$ cat src/rtl/core/frame_deframer_fnv_check_core_defines.svh
// Assertion macros used by the deframer top level.
`ifndef FRAME_DEFRAMER_FNV_CHECK_CORE_DEFINES_SVH
`define FRAME_DEFRAMER_FNV_CHECK_CORE_DEFINES_SVH

// Same-cycle implication, checked on i_clk outside reset.
`define FDFC_ASSERT_NOW(label, ante, cons) \
    label: assert property (@(posedge i_clk) disable iff (!i_rst_n) (ante) |-> (cons)) \
        else $error("deframer check failed");

// Next-cycle implication, checked on i_clk outside reset.
`define FDFC_ASSERT_NEXT(label, ante, cons) \
    label: assert property (@(posedge i_clk) disable iff (!i_rst_n) (ante) |=> (cons)) \
        else $error("deframer check failed");

`endif

$ cat src/rtl/core/fdfc_pkg.sv
// Shared types, codes and the FNV-1a 64 step for the frame deframer.
`default_nettype none

package fdfc_pkg;

    localparam int HDR_BYTES = 12;
    localparam int DIG_BYTES = 8;
    localparam int POS_W     = 4;
    localparam int Q_DEPTH   = 4;
    localparam int Q_PTR_W   = 2;
    localparam int Q_CNT_W   = 3;

    localparam logic [POS_W-1:0] HASH_START   = POS_W'(4);
    localparam logic [POS_W-1:0] LAST_HDR_POS = POS_W'(HDR_BYTES - 1);
    localparam logic [POS_W-1:0] LAST_DIG_POS = POS_W'(DIG_BYTES - 1);

    localparam logic [63:0] FNV_BASIS = 64'hcbf29ce484222325;

    // Result kinds
    localparam logic [1:0] KIND_HEADER  = 2'd0;
    localparam logic [1:0] KIND_PAYLOAD = 2'd1;
    localparam logic [1:0] KIND_GOOD    = 2'd2;
    localparam logic [1:0] KIND_ERROR   = 2'd3;

    // Error codes
    localparam logic [2:0] ERR_NONE      = 3'd0;
    localparam logic [2:0] ERR_MALFORMED = 3'd1;
    localparam logic [2:0] ERR_VERSION   = 3'd2;
    localparam logic [2:0] ERR_OVERSIZE  = 3'd3;
    localparam logic [2:0] ERR_CHECKSUM  = 3'd4;

    // Configuration register indexes
    localparam logic [1:0] CFG_MAGIC   = 2'd0;
    localparam logic [1:0] CFG_VERSION = 2'd1;
    localparam logic [1:0] CFG_MAXTYPE = 2'd2;
    localparam logic [1:0] CFG_MAXLEN  = 2'd3;

    typedef enum logic [1:0] {
        PH_HEADER,
        PH_PAYLOAD,
        PH_DIGEST
    } t_phase;

    // Work classes handed from front to back
    typedef enum logic [2:0] {
        OP_SKIP,
        OP_HASH,
        OP_HDR_OK,
        OP_ERROR,
        OP_PAYLOAD,
        OP_DIGEST,
        OP_DIGEST_END
    } t_op;

    typedef struct packed {
        logic [31:0] magic;
        logic [7:0]  version;
        logic [7:0]  max_type;
        logic [31:0] max_len;
    } t_cfg;

    typedef struct packed {
        t_op         op;
        logic [7:0]  data;
        logic [2:0]  err;
        logic [7:0]  msg_type;
        logic [7:0]  flags;
        logic [31:0] len;
    } t_q_item;

    typedef struct packed {
        logic full;
        logic empty;
    } t_q_status;

    // One FNV-1a step; the prime is 2^40 + 0x1b3, so shifts and adds suffice.
    function automatic logic [63:0] fnv_step(input logic [63:0] h, input logic [7:0] b);
        logic [63:0] x;
        x = h ^ {56'd0, b};
        return (x << 40) + (x << 8) + (x << 7) + (x << 5) + (x << 4) + (x << 1) + x;
    endfunction

endpackage

`default_nettype wire

$ cat src/rtl/core/fdfc_front.sv
// Front end: tracks frame position, stores the header, checks it and classifies each byte.
`default_nettype none

module fdfc_front (
    input  wire logic             i_clk,
    input  wire logic             i_rst_n,
    input  wire logic             i_valid,
    input  wire logic [7:0]       i_data,
    input  wire fdfc_pkg::t_cfg   i_cfg,
    output fdfc_pkg::t_q_item     o_item,
    output logic                  o_valid
);

    fdfc_pkg::t_phase           r_phase, n_phase;
    logic [fdfc_pkg::POS_W-1:0] r_pos, n_pos;
    logic [31:0]                r_rem, n_rem;
    logic [7:0]                 r_hdr [0:fdfc_pkg::HDR_BYTES-1];

    logic [31:0] w_magic;
    logic [31:0] w_live_len;
    logic [31:0] w_stored_len;
    logic [2:0]  w_err;

    assign w_magic      = {r_hdr[3], r_hdr[2], r_hdr[1], r_hdr[0]};
    assign w_live_len   = {i_data, r_hdr[10], r_hdr[9], r_hdr[8]};
    assign w_stored_len = {r_hdr[11], r_hdr[10], r_hdr[9], r_hdr[8]};

    // Header checks in priority order: magic, version, type bound, length bound
    always_comb begin
        if (w_magic != i_cfg.magic) begin
            w_err = fdfc_pkg::ERR_MALFORMED;
        end else if (r_hdr[4] != i_cfg.version) begin
            w_err = fdfc_pkg::ERR_VERSION;
        end else if (r_hdr[5] > i_cfg.max_type) begin
            w_err = fdfc_pkg::ERR_MALFORMED;
        end else if (w_live_len > i_cfg.max_len) begin
            w_err = fdfc_pkg::ERR_OVERSIZE;
        end else begin
            w_err = fdfc_pkg::ERR_NONE;
        end
    end

    // Hold the header bytes as they arrive
    always_ff @(posedge i_clk) begin
        if (i_valid && r_phase == fdfc_pkg::PH_HEADER) begin
            r_hdr[r_pos] <= i_data;
        end
    end

    // Advance the frame position
    always_ff @(posedge i_clk) begin
        if (!i_rst_n) begin
            r_phase <= fdfc_pkg::PH_HEADER;
            r_pos   <= '0;
            r_rem   <= '0;
        end else begin
            r_phase <= n_phase;
            r_pos   <= n_pos;
            r_rem   <= n_rem;
        end
    end

    // Classify the byte and pick the next position
    always_comb begin
        n_phase         = r_phase;
        n_pos           = r_pos;
        n_rem           = r_rem;
        o_item.op       = fdfc_pkg::OP_SKIP;
        o_item.data     = i_data;
        o_item.err      = fdfc_pkg::ERR_NONE;
        o_item.msg_type = r_hdr[5];
        o_item.flags    = r_hdr[6];
        o_item.len      = w_stored_len;
        if (i_valid) begin
            case (r_phase)
                fdfc_pkg::PH_HEADER: begin
                    o_item.op = (r_pos >= fdfc_pkg::HASH_START) ? fdfc_pkg::OP_HASH
                                                                : fdfc_pkg::OP_SKIP;
                    if (r_pos == fdfc_pkg::LAST_HDR_POS) begin
                        o_item.len = w_live_len;
                        n_pos      = '0;
                        if (w_err != fdfc_pkg::ERR_NONE) begin
                            o_item.op  = fdfc_pkg::OP_ERROR;
                            o_item.err = w_err;
                        end else begin
                            o_item.op = fdfc_pkg::OP_HDR_OK;
                            n_rem     = w_live_len;
                            n_phase   = (w_live_len == 32'd0) ? fdfc_pkg::PH_DIGEST
                                                              : fdfc_pkg::PH_PAYLOAD;
                        end
                    end else begin
                        n_pos = r_pos + 1'b1;
                    end
                end
                fdfc_pkg::PH_PAYLOAD: begin
                    o_item.op = fdfc_pkg::OP_PAYLOAD;
                    n_rem     = r_rem - 32'd1;
                    if (r_rem == 32'd1) begin
                        n_phase = fdfc_pkg::PH_DIGEST;
                        n_pos   = '0;
                    end
                end
                fdfc_pkg::PH_DIGEST: begin
                    if (r_pos == fdfc_pkg::LAST_DIG_POS) begin
                        o_item.op = fdfc_pkg::OP_DIGEST_END;
                        n_phase   = fdfc_pkg::PH_HEADER;
                        n_pos     = '0;
                    end else begin
                        o_item.op = fdfc_pkg::OP_DIGEST;
                        n_pos     = r_pos + 1'b1;
                    end
                end
                default: begin
                    n_phase = fdfc_pkg::PH_HEADER;
                    n_pos   = '0;
                end
            endcase
        end
    end

    assign o_valid = i_valid;

endmodule

`default_nettype wire

$ cat src/rtl/core/fdfc_queue.sv
// Short queue of classified items between front and back.
`default_nettype none

module fdfc_queue (
    input  wire logic              i_clk,
    input  wire logic              i_rst_n,
    input  wire logic              i_push,
    input  wire fdfc_pkg::t_q_item i_item,
    input  wire logic              i_pop,
    output fdfc_pkg::t_q_item      o_item,
    output fdfc_pkg::t_q_status    o_status
);

    fdfc_pkg::t_q_item            r_mem [0:fdfc_pkg::Q_DEPTH-1];
    logic [fdfc_pkg::Q_PTR_W-1:0] r_wptr, r_rptr;
    logic [fdfc_pkg::Q_CNT_W-1:0] r_count;
    logic                         w_do_push, w_do_pop;

    assign o_status.full  = (r_count == fdfc_pkg::Q_CNT_W'(fdfc_pkg::Q_DEPTH));
    assign o_status.empty = (r_count == '0);
    assign w_do_push      = i_push && !o_status.full;
    assign w_do_pop       = i_pop && !o_status.empty;

    // Store pushed items
    always_ff @(posedge i_clk) begin
        if (w_do_push) begin
            r_mem[r_wptr] <= i_item;
        end
    end

    // Advance pointers and fill count
    always_ff @(posedge i_clk) begin
        if (!i_rst_n) begin
            r_wptr  <= '0;
            r_rptr  <= '0;
            r_count <= '0;
        end else begin
            if (w_do_push) begin
                r_wptr <= r_wptr + 1'b1;
            end
            if (w_do_pop) begin
                r_rptr <= r_rptr + 1'b1;
            end
            case ({w_do_push, w_do_pop})
                2'b10:   r_count <= r_count + 1'b1;
                2'b01:   r_count <= r_count - 1'b1;
                default: r_count <= r_count;
            endcase
        end
    end

    assign o_item = r_mem[r_rptr];

endmodule

`default_nettype wire

$ cat src/rtl/core/fdfc_back.sv
// Back end: runs the FNV-1a hash, collects the digest and registers each result item.
`default_nettype none

module fdfc_back (
    input  wire logic               i_clk,
    input  wire logic               i_rst_n,
    input  wire fdfc_pkg::t_q_item  i_item,
    input  wire fdfc_pkg::t_q_status i_q_status,
    output logic                    o_q_pop,
    input  wire logic               i_pop,
    output logic                    o_valid,
    output logic [1:0]              o_kind,
    output logic [7:0]              o_byte_out,
    output logic [7:0]              o_msg_type,
    output logic [7:0]              o_frame_flags,
    output logic [31:0]             o_payload_len,
    output logic [2:0]              o_error_code,
    output logic                    o_last_of_frame
);

    logic [63:0] r_hash, n_hash;
    logic [63:0] r_digest, n_digest;
    logic        r_valid;
    logic [1:0]  r_kind, n_kind;
    logic [7:0]  r_byte, n_byte;
    logic [7:0]  r_type;
    logic [7:0]  r_flags;
    logic [31:0] r_len;
    logic [2:0]  r_err, n_err;
    logic        r_last, n_last;
    logic        w_emits;
    logic        w_slot_free;
    logic [63:0] w_digest_full;

    assign w_digest_full = {i_item.data, r_digest[63:8]};
    assign w_slot_free   = !r_valid || i_pop;

    // Decide whether the item makes a result and what it is
    always_comb begin
        w_emits  = 1'b0;
        n_hash   = r_hash;
        n_digest = r_digest;
        n_kind   = fdfc_pkg::KIND_HEADER;
        n_byte   = 8'd0;
        n_err    = fdfc_pkg::ERR_NONE;
        n_last   = 1'b0;
        case (i_item.op)
            fdfc_pkg::OP_SKIP: begin
                n_hash = r_hash;
            end
            fdfc_pkg::OP_HASH: begin
                n_hash = fdfc_pkg::fnv_step(r_hash, i_item.data);
            end
            fdfc_pkg::OP_HDR_OK: begin
                w_emits  = 1'b1;
                n_hash   = fdfc_pkg::fnv_step(r_hash, i_item.data);
                n_digest = '0;
            end
            fdfc_pkg::OP_ERROR: begin
                w_emits  = 1'b1;
                n_hash   = fdfc_pkg::FNV_BASIS;
                n_digest = '0;
                n_kind   = fdfc_pkg::KIND_ERROR;
                n_err    = i_item.err;
                n_last   = 1'b1;
            end
            fdfc_pkg::OP_PAYLOAD: begin
                w_emits = 1'b1;
                n_hash  = fdfc_pkg::fnv_step(r_hash, i_item.data);
                n_kind  = fdfc_pkg::KIND_PAYLOAD;
                n_byte  = i_item.data;
            end
            fdfc_pkg::OP_DIGEST: begin
                n_digest = w_digest_full;
            end
            fdfc_pkg::OP_DIGEST_END: begin
                w_emits  = 1'b1;
                n_hash   = fdfc_pkg::FNV_BASIS;
                n_digest = '0;
                n_last   = 1'b1;
                if (w_digest_full == r_hash) begin
                    n_kind = fdfc_pkg::KIND_GOOD;
                end else begin
                    n_kind = fdfc_pkg::KIND_ERROR;
                    n_err  = fdfc_pkg::ERR_CHECKSUM;
                end
            end
            default: begin
                n_hash = r_hash;
            end
        endcase
    end

    // Take an item when the queue holds one and its result, if any, has a place to go
    assign o_q_pop = !i_q_status.empty && (!w_emits || w_slot_free);

    // Update hash and digest state
    always_ff @(posedge i_clk) begin
        if (!i_rst_n) begin
            r_hash   <= fdfc_pkg::FNV_BASIS;
            r_digest <= '0;
        end else if (o_q_pop) begin
            r_hash   <= n_hash;
            r_digest <= n_digest;
        end
    end

    // Track whether the output register holds a result
    always_ff @(posedge i_clk) begin
        if (!i_rst_n) begin
            r_valid <= 1'b0;
        end else if (o_q_pop && w_emits) begin
            r_valid <= 1'b1;
        end else if (i_pop) begin
            r_valid <= 1'b0;
        end
    end

    // Load the result fields
    always_ff @(posedge i_clk) begin
        if (o_q_pop && w_emits) begin
            r_kind  <= n_kind;
            r_byte  <= n_byte;
            r_type  <= i_item.msg_type;
            r_flags <= i_item.flags;
            r_len   <= i_item.len;
            r_err   <= n_err;
            r_last  <= n_last;
        end
    end

    assign o_valid         = r_valid;
    assign o_kind          = r_kind;
    assign o_byte_out      = r_byte;
    assign o_msg_type      = r_type;
    assign o_frame_flags   = r_flags;
    assign o_payload_len   = r_len;
    assign o_error_code    = r_err;
    assign o_last_of_frame = r_last;

endmodule

`default_nettype wire

$ cat src/rtl/core/frame_deframer_fnv_check_core.sv
// Top level of the length-prefixed frame deframer with FNV-1a 64 check.
//
// Input channel: one frame byte per item on i_data_byte, taken at a clock edge with
// i_push high and o_full low. A frame is a 12-byte header (magic, version, type,
// flags, reserved, length, little endian), the payload and an 8-byte digest.
// Result channel: while o_empty is low the oldest result sits on the o_ ports and
// leaves at an edge with i_pop high. Kinds: header accepted, payload byte,
// frame good, error (with o_error_code, o_last_of_frame set on frame ends).
// Each result passes through the queue and is registered in the back end.
// One byte per cycle is sustained while results are popped; the rate is set by
// the hash unit in the back end, which does one FNV multiply by the constant prime
// per byte. A four-entry queue separates the classifying front end from the back
// end, so bytes keep flowing while a result waits; when the receiver stalls, the
// queue fills and o_full rises until results are popped again.
// Configuration (i_cfg_we, i_cfg_idx, i_cfg_data) takes effect at once; write it
// only while the block is idle. After an error the next byte starts a new header.
// Reset (synchronous, active low) loads register defaults, clears the queue and
// output, and restarts header hunting with a fresh hash; no clearing pass.
`default_nettype none
`include "frame_deframer_fnv_check_core_defines.svh"

module frame_deframer_fnv_check_core (
    input  wire logic        i_clk,
    input  wire logic        i_rst_n,
    input  wire logic        i_push,
    output logic             o_full,
    input  wire logic [7:0]  i_data_byte,
    output logic             o_empty,
    input  wire logic        i_pop,
    output logic [1:0]       o_kind,
    output logic [7:0]       o_byte_out,
    output logic [7:0]       o_msg_type,
    output logic [7:0]       o_frame_flags,
    output logic [31:0]      o_payload_len,
    output logic [2:0]       o_error_code,
    output logic             o_last_of_frame,
    input  wire logic        i_cfg_we,
    input  wire logic [1:0]  i_cfg_idx,
    input  wire logic [31:0] i_cfg_data
);

    fdfc_pkg::t_cfg      r_cfg;
    fdfc_pkg::t_q_item   w_front_item;
    fdfc_pkg::t_q_item   w_q_item;
    fdfc_pkg::t_q_status w_q_status;
    logic                w_front_valid;
    logic                w_q_pop;
    logic                w_out_valid;
    logic                w_accept;
    logic                w_err_shown;
    logic                w_err_closed;
    logic                w_mid_shown;
    logic                w_mid_clean;
    logic                w_held;

    // Configuration registers
    always_ff @(posedge i_clk) begin
        if (!i_rst_n) begin
            r_cfg.magic    <= 32'd0;
            r_cfg.version  <= 8'd1;
            r_cfg.max_type <= 8'd7;
            r_cfg.max_len  <= 32'hFFFF_FFFF;
        end else if (i_cfg_we) begin
            case (i_cfg_idx)
                fdfc_pkg::CFG_MAGIC:   r_cfg.magic    <= i_cfg_data;
                fdfc_pkg::CFG_VERSION: r_cfg.version  <= i_cfg_data[7:0];
                fdfc_pkg::CFG_MAXTYPE: r_cfg.max_type <= i_cfg_data[7:0];
                fdfc_pkg::CFG_MAXLEN:  r_cfg.max_len  <= i_cfg_data;
                default:               r_cfg          <= r_cfg;
            endcase
        end
    end

    assign o_full   = w_q_status.full;
    assign w_accept = i_push && !w_q_status.full;

    fdfc_front u_front (
        .i_clk   (i_clk),
        .i_rst_n (i_rst_n),
        .i_valid (w_accept),
        .i_data  (i_data_byte),
        .i_cfg   (r_cfg),
        .o_item  (w_front_item),
        .o_valid (w_front_valid)
    );

    fdfc_queue u_queue (
        .i_clk    (i_clk),
        .i_rst_n  (i_rst_n),
        .i_push   (w_front_valid),
        .i_item   (w_front_item),
        .i_pop    (w_q_pop),
        .o_item   (w_q_item),
        .o_status (w_q_status)
    );

    fdfc_back u_back (
        .i_clk           (i_clk),
        .i_rst_n         (i_rst_n),
        .i_item          (w_q_item),
        .i_q_status      (w_q_status),
        .o_q_pop         (w_q_pop),
        .i_pop           (i_pop),
        .o_valid         (w_out_valid),
        .o_kind          (o_kind),
        .o_byte_out      (o_byte_out),
        .o_msg_type      (o_msg_type),
        .o_frame_flags   (o_frame_flags),
        .o_payload_len   (o_payload_len),
        .o_error_code    (o_error_code),
        .o_last_of_frame (o_last_of_frame)
    );

    assign o_empty = !w_out_valid;

    // Terms used by the checks below
    assign w_err_shown  = !o_empty && o_kind == fdfc_pkg::KIND_ERROR;
    assign w_err_closed = o_last_of_frame && o_error_code != fdfc_pkg::ERR_NONE;
    assign w_mid_shown  = !o_empty && (o_kind == fdfc_pkg::KIND_PAYLOAD ||
                                       o_kind == fdfc_pkg::KIND_HEADER);
    assign w_mid_clean  = !o_last_of_frame && o_error_code == fdfc_pkg::ERR_NONE;
    assign w_held       = !o_empty && !i_pop;

    // An error result always closes its frame with a nonzero code
    `FDFC_ASSERT_NOW(a_error_closes, w_err_shown, w_err_closed)

    // Payload and header results never end a frame or carry an error
    `FDFC_ASSERT_NOW(a_mid_frame_clean, w_mid_shown, w_mid_clean)

    // A result held under stall is not overwritten by the back end
    `FDFC_ASSERT_NEXT(a_result_held, w_held, !o_empty && $stable(o_kind) && $stable(o_payload_len))

endmodule

`default_nettype wire
$ cat config.mk
export PLATFORM = sky130hd
export DESIGN_NAME = frame_deframer_fnv_check_core
export DESIGN_NICKNAME = d
export VERILOG_FILES = /design/src/rtl/core/fdfc_pkg.sv /design/src/rtl/core/fdfc_front.sv /design/src/rtl/core/fdfc_queue.sv /design/src/rtl/core/fdfc_back.sv /design/src/rtl/core/frame_deframer_fnv_check_core.sv
export VERILOG_INCLUDE_DIRS = /design/src /design/src/rtl/core
export SDC_FILE = /design/constraint.sdc
export NUM_CORES = 2
export LEC_CHECK = 0
export BUFFER_PORTS_ARGS = -buffer_cell sky130_fd_sc_hd__buf_2
export CELL_PAD_IN_SITES_DETAIL_PLACEMENT = 1
export CELL_PAD_IN_SITES_GLOBAL_PLACEMENT = 2
export CORE_ASPECT_RATIO = 1.1
export CORE_MARGIN = 2
export CORE_UTILIZATION = 43
export DETAILED_ROUTE_END_ITERATION = 8
export PLACE_DENSITY = 0.88
export SETUP_SLACK_MARGIN = 0.02
export SYNTH_ARGS = -nofsm -noshare
export SYNTH_HDL_FRONTEND = slang
export SYNTH_SLANG_ARGS = --single-unit
$ cat constraint.sdc
create_clock -name i_clk -period 9.4 [get_ports i_clk]
set_input_delay 1.88 -clock i_clk [delete_from_list [all_inputs] [get_ports i_clk]]
set_output_delay 1.88 -clock i_clk [all_outputs]
set_load 0.01 [all_outputs]
# Word level (Yosys, flattened, before mapping)
# Memory sizes are Yosys's and may differ from the RTL's. A register that Yosys moved wholly into a read port is not among the register bits.
# Index checks and enable logic that the tools add are counted.
[classes]
n_addsub = 12
magnitude_cmp = 3
n_eq_ne = 24
muxes = 47
bitwise = 1
n_reduce_logical = 35
[op_table]
columns = ["op", "n"]
rows = [
  ["64-bit adder", 6],
  ["64-bit case mux with 2 select lines", 2],
  ["32-bit two-way mux", 5],
  ["64-bit equality test", 1],
  ["32-bit case mux with 2 select lines", 1],
  ["64-bit by 8-bit XOR with 64-bit output", 1],
  ["32-bit by 1-bit equality test with 1-bit output, second input constant", 1],
  ["32-bit greater-than comparator", 1],
  ["32-bit zero test", 1],
  ["32-bit inequality test", 1],
  ["32-bit by 1-bit subtractor with 32-bit output, second input constant", 1],
  ["3-bit two-way mux", 10],
  ["2-bit two-way mux", 9],
  ["2-bit AND reduction", 7],
  ["3-bit equality test, second input constant", 4],
  ["4-bit two-way mux", 3],
  ["2-bit case mux with 3 select lines", 2],
  ["3-bit case mux with 2 select lines", 2],
  ["4-bit case mux with 3 select lines", 1],
  ["1-bit two-way mux", 11],
  ["2-bit nonzero test", 5],
  ["3-bit case mux with 3 select lines", 1],
  ["2-bit equality test, second input constant", 4],
  ["8-bit greater-than comparator", 1],
  ["other kinds (24)", 41],
]
[totals]
ff_bits = 316
ramBits = 344
inputBits = 47
out_inout_bits = 64
memories = 2
[mem_list]
columns = ["name", "words", "word_bits", "read_ports", "rd_ports_with_merged_regs", "wr", "line_no", "rtl"]
rows = [
  ["u_queue.r_mem", 4, 62, 1, 1, 1, "fdfc_queue.sv:14", "fdfc_pkg::t_q_item r_mem [0:fdfc_pkg::Q_DEPTH-1];"],
  ["u_front.r_hdr", 12, 8, 11, 0, 1, "fdfc_front.sv:17", "logic [7:0] r_hdr [0:fdfc_pkg::HDR_BYTES-1];"],
]

# Depth between registers and ports, before layout
# An unclocked memory read counts as a cell.
[logic_depth]
depth_word = 11
depth_mapped = 23

# By module
# A second synthesis with hierarchy kept.
[unflattened]
hier_cells = 3291
hier_area_um2 = 37773.7
[by_module_without_submodules]
columns = ["mod", "instances", "cells_each", "area_each_um2"]
rows = [
  ["fdfc_back", 1, 1856, 17747.0],
  ["fdfc_queue", 1, 378, 9502.9],
  ["fdfc_front", 1, 712, 7208.2],
  ["frame_deframer_fnv_check_core", 1, 345, 3315.7],
]

# Worst setup path after synthesis
# OpenSTA, ideal clock, no wires.
[synth_timing]
path_kind = "register to register"
startpoint = "reg (tool-made name)"
endpoint = "reg u_back.r_hash[61]"
setup_ps = 62
arrival_time_ps = 6131
setup_slack_ps = 3207
stages_incl_launch_ff = 22
n_path_buf = 2
cell_sequence = "dfxtp_1 -> buf_6 -> buf_2 -> mux4_2 -> xnor2_1 -> inv_1 -> fa_1 -> fa_1 -> inv_1 -> fa_1 -> inv_1 -> ha_1 -> ha_1 -> o211ai_2 -> a2111oi_4 -> nand2_2 -> a2111oi_4 -> o211ai_4 -> a211oi_4 -> o41ai_4 -> or4_1 -> nand3_1"
[synth_rtl]
columns = ["item", "line_no", "rtl"]
rows = [
  ["to (signal assigned)", "fdfc_back.sv:100", "r_hash <= fdfc_pkg::FNV_BASIS;"],
  ["to (signal assigned)", "fdfc_back.sv:103", "r_hash <= n_hash;"],
  ["to (decl)", "fdfc_back.sv:21", "logic [63:0] r_hash, n_hash;"],
]

==> out/summary.txt <==
Vias per cell - 5.53
Initial Utilization - 43.5%
Fin. max-slew vios - 0
Cells after synthesis - 3159
Clk_lat worst skew - 0.64 ns
Final worst-path cycle share - 77.8%
Hold crit path type - flip-flop to flip-flop
Drt wl/cell - 23.2 um
Reg-to-reg slack, setup - 2.08 ns
H-Tree Depth - 3
Cts repair resizes - 0
CTS Sinks - 642
Tmin final - 7.32 ns
CTS tree - built
DIE AREA - 86700 um2
Reg2Reg Depth - 20
Reg2reg end - u_back.r_hash[54]
Critical-path cell list - buf_4 -> mux4_2 -> xnor2_1 -> inv_1 -> maj3_1 -> fa_1 -> inv_1 -> fa_1 -> inv_1 -> ha_1 -> ha_1 -> o21ai_0 -> o21ai_0 -> a221oi_1 -> nor3_1 -> o21ai_0 -> a31oi_1 -> a211oi_1 -> xor2_1 -> a21oi_1
Critical path fanouts, max - 25
Final setup fails - 0
Number of enable-type register cells in the synthesized netlist - 394
Slew headroom - 29.1%
Async S/R FF share, synth - 0%
Clock-pin slew of the registers on the worst-case setup and hold paths - 0.06 ns
CTS Hold Buffers Added - 0
Req. time, crit path - 9.96 ns
Avg Cell Area, Syn - 11.5 um2
Residual DRC - 0
CP delay by family, top - adder cells
Routed wire length - 103000 um
Vias - 24520
P&R area growth vs syn - 11.4%
Largest net degree at the start of global routing - 80
Slowest CP cell - dfxtp_2
Buf+Inv Stages, Crit Path - 4
NumNets Final - 3692
Min-delay src - r_cfg[38]
Fillers - 8842
Fmax - 0.137 GHz
Clock buffer count from CTS - 71
GRT Overall Usage - 24.2%
Post-CTS Repair Setup Buffers - 0
Arr. time, crit path - 7.87 ns
Yosys reg bits - 642
Antenna violations before repair - 1
Crit path kind - flip-flop to flip-flop
Worst setup SP type - flip-flop
Hold Vio Cnt, Final - 0
Synth cell types - 88
Status - complete, no violations
Synth Cell Area - 36300 um2
FP Rows - 111
Clk buf depth - 3
Unrepaired setup endpoints after global routing - no
Synth warn - 0
Seq/Total Area, Yosys - 46.3%
Hold Path Stages - 2
Max cap viols - 0
Mapped Nets - 3608
CP Capture Type - flip-flop
DP HPWL - 73200 um
IO Count - 111
Sum Neg Setup Slack - 0 ns
CTS Root Cell - clkbuf_16
Buffers on Ports - 110
Share of cells above drive strength 1 - 10.9%
CP peak stage delay - 0.75 ns
First-pass GRT wire length - 160000 um
Routability cong. - 0.889
Vias in the first global route - 26857
Slew @ Worst Pin - 1.06 ns
Drt pass-1 iters - 5
Synth Flop Type - edfxtp_1
Clock Skews - 0.0638 ns
Vert. Die Dim - 309 um
DR iter-0 viols - 1518
Die width - 281 um
ANT nets after route - 0
Total grt overflow - 0
Core area - 83500 um2
WHS Endpoint - r_cfg[38]
how the worst max path moves through the flow:
stage | start | endpoint | slack [ns] | cells past startpoint
after floorplan | flip-flop | u_back.r_hash[61] | 3.21 | 21
after global placement | flip-flop | u_back.r_hash[60] | 2.22 | 19
after detailed placement | flip-flop | u_back.r_hash[54] | 2.19 | 20
after CTS | flip-flop | u_back.r_hash[54] | 2.16 | 19
after global routing | flip-flop | u_back.r_hash[54] | 1.62 | 19
final | flip-flop | u_back.r_hash[54] | 2.08 | 20
metrics by stage:
stage | hold slack, ns | setup slack [ns] | cell area [um2] | instances | util, %
4_1_cts | 0.459 | 2.16 | 40400 | 4429 | 48.4
5_1_grt | 0.482 | 1.62 | 40400 | 4429 | 48.4
3_5_place_dp | 0.450 | 2.19 | 38000 | 4300 | 45.5
3_3_place_gp | 0.444 | 2.22 | 38000 | 4300 | 45.5
2_1_floorplan | 0.436 | 3.21 | 36300 | 3159 | -
6_report | 0.459 | 2.08 | 40400 | 4430 | 48.4
metal layers:
| metal | routed length [um] | vias to the layer above | GRT usage [%] |
|---|---|---|---|
| met5 | 0 | - | 0 |
| met4 | 3870 | 0 | 8.89 |
| met3 | 3570 | 175 | 2.86 |
| met2 | 53600 | 525 | 44.0 |
| met1 | 41900 | 12656 | 29.3 |
| li1 | - | 11164 | - |
worst register-to-register path, cell delays in order, from the launching register on:
cell and delay (ns):
dfxtp_2 0.75, buf_4 0.49, mux4_2 0.47, xnor2_1 0.66, inv_1 0.24, maj3_1 0.43
fa_1 0.52, inv_1 0.05, fa_1 0.51, inv_1 0.05, ha_1 0.28, ha_1 0.34
o21ai_0 0.12, o21ai_0 0.50, a221oi_1 0.22, nor3_1 0.25, o21ai_0 0.18, a31oi_1 0.63
a211oi_1 0.19, xor2_1 0.19, a21oi_1 0.16
registers in the layout, summed over array words and instances (netlist names), named ones only:
register,count
r_cfg,80
u_back.o_byte_out,8
u_back.o_error_code,3
u_back.o_frame_flags,8
u_back.o_kind,2
u_back.o_last_of_frame,1
u_back.o_msg_type,8
u_back.o_payload_len,32
u_back.o_valid,1
u_back.r_digest,56
u_back.r_hash,64
u_front.r_hdr,88
u_front.r_phase,2
u_front.r_pos,4
u_front.r_rem,32
u_queue.r_count,3
u_queue.r_mem,244
u_queue.r_rptr,2
u_queue.r_wptr,2
cell type report:
class                      count  area, um2  share of cell area (%)
antenna                        1       2.50                 0.00619
inverter                     427       1610                    3.97
timing repair buffer         141        786                    1.95
multi-input combinational   1960      17400                    43.0
sequential                   642      16800                    41.6
clock buffer                  96       1950                    4.83
tap                         1130       1410                    3.50
clock inverter                33        462                    1.14
placed cells by master (no fill, tap or decap), drive strengths merged, types with 18 or more instances in the layout:
cell,count
nor4,36
buf,141
xnor2,85
xor2,107
a22oi,77
nand2,255
and2,20
nor3,48
o21ai,63
nand4,40
ha,161
nor2,182
nand3,41
and3,32
a21o,37
inv,430
clkbuf,96
fa,241
o22ai,21
edfxtp,394
clkinv,21
nor2b,19
o211ai,50
a21oi,176
dfxtp,248
mux4,61
mux2i,18
Yosys cell counts, drive strengths merged (61+ instances only):
cell type | instances | area, um2
inv | 424 | 1590
edfxtp | 394 | 11800
nand2 | 255 | 960
dfxtp | 248 | 4960
fa | 241 | 4820
nor2 | 182 | 691
a21oi | 176 | 896
ha | 161 | 2010
xor2 | 107 | 937
clkbuf | 92 | 345
xnor2 | 85 | 744
a22oi | 77 | 583
o21ai | 63 | 319
mux4 | 61 | 1370
cells by family after synthesis:
group	count (synthesis)	synth area share [%]
buffers and inverters	557	5.89
adder cells (fa/ha/maj)	403	18.9
AND/OR/NAND/NOR	724	9.36
XOR/XNOR	192	4.64
AO/OA/AOI/OAI	552	10.3
multiplexers	89	4.59
flip-flops	642	46.3
Power is left out: the tool's default activity adds up to more than one toggle a clock period on the data nets, which glitch-free logic cannot reach.
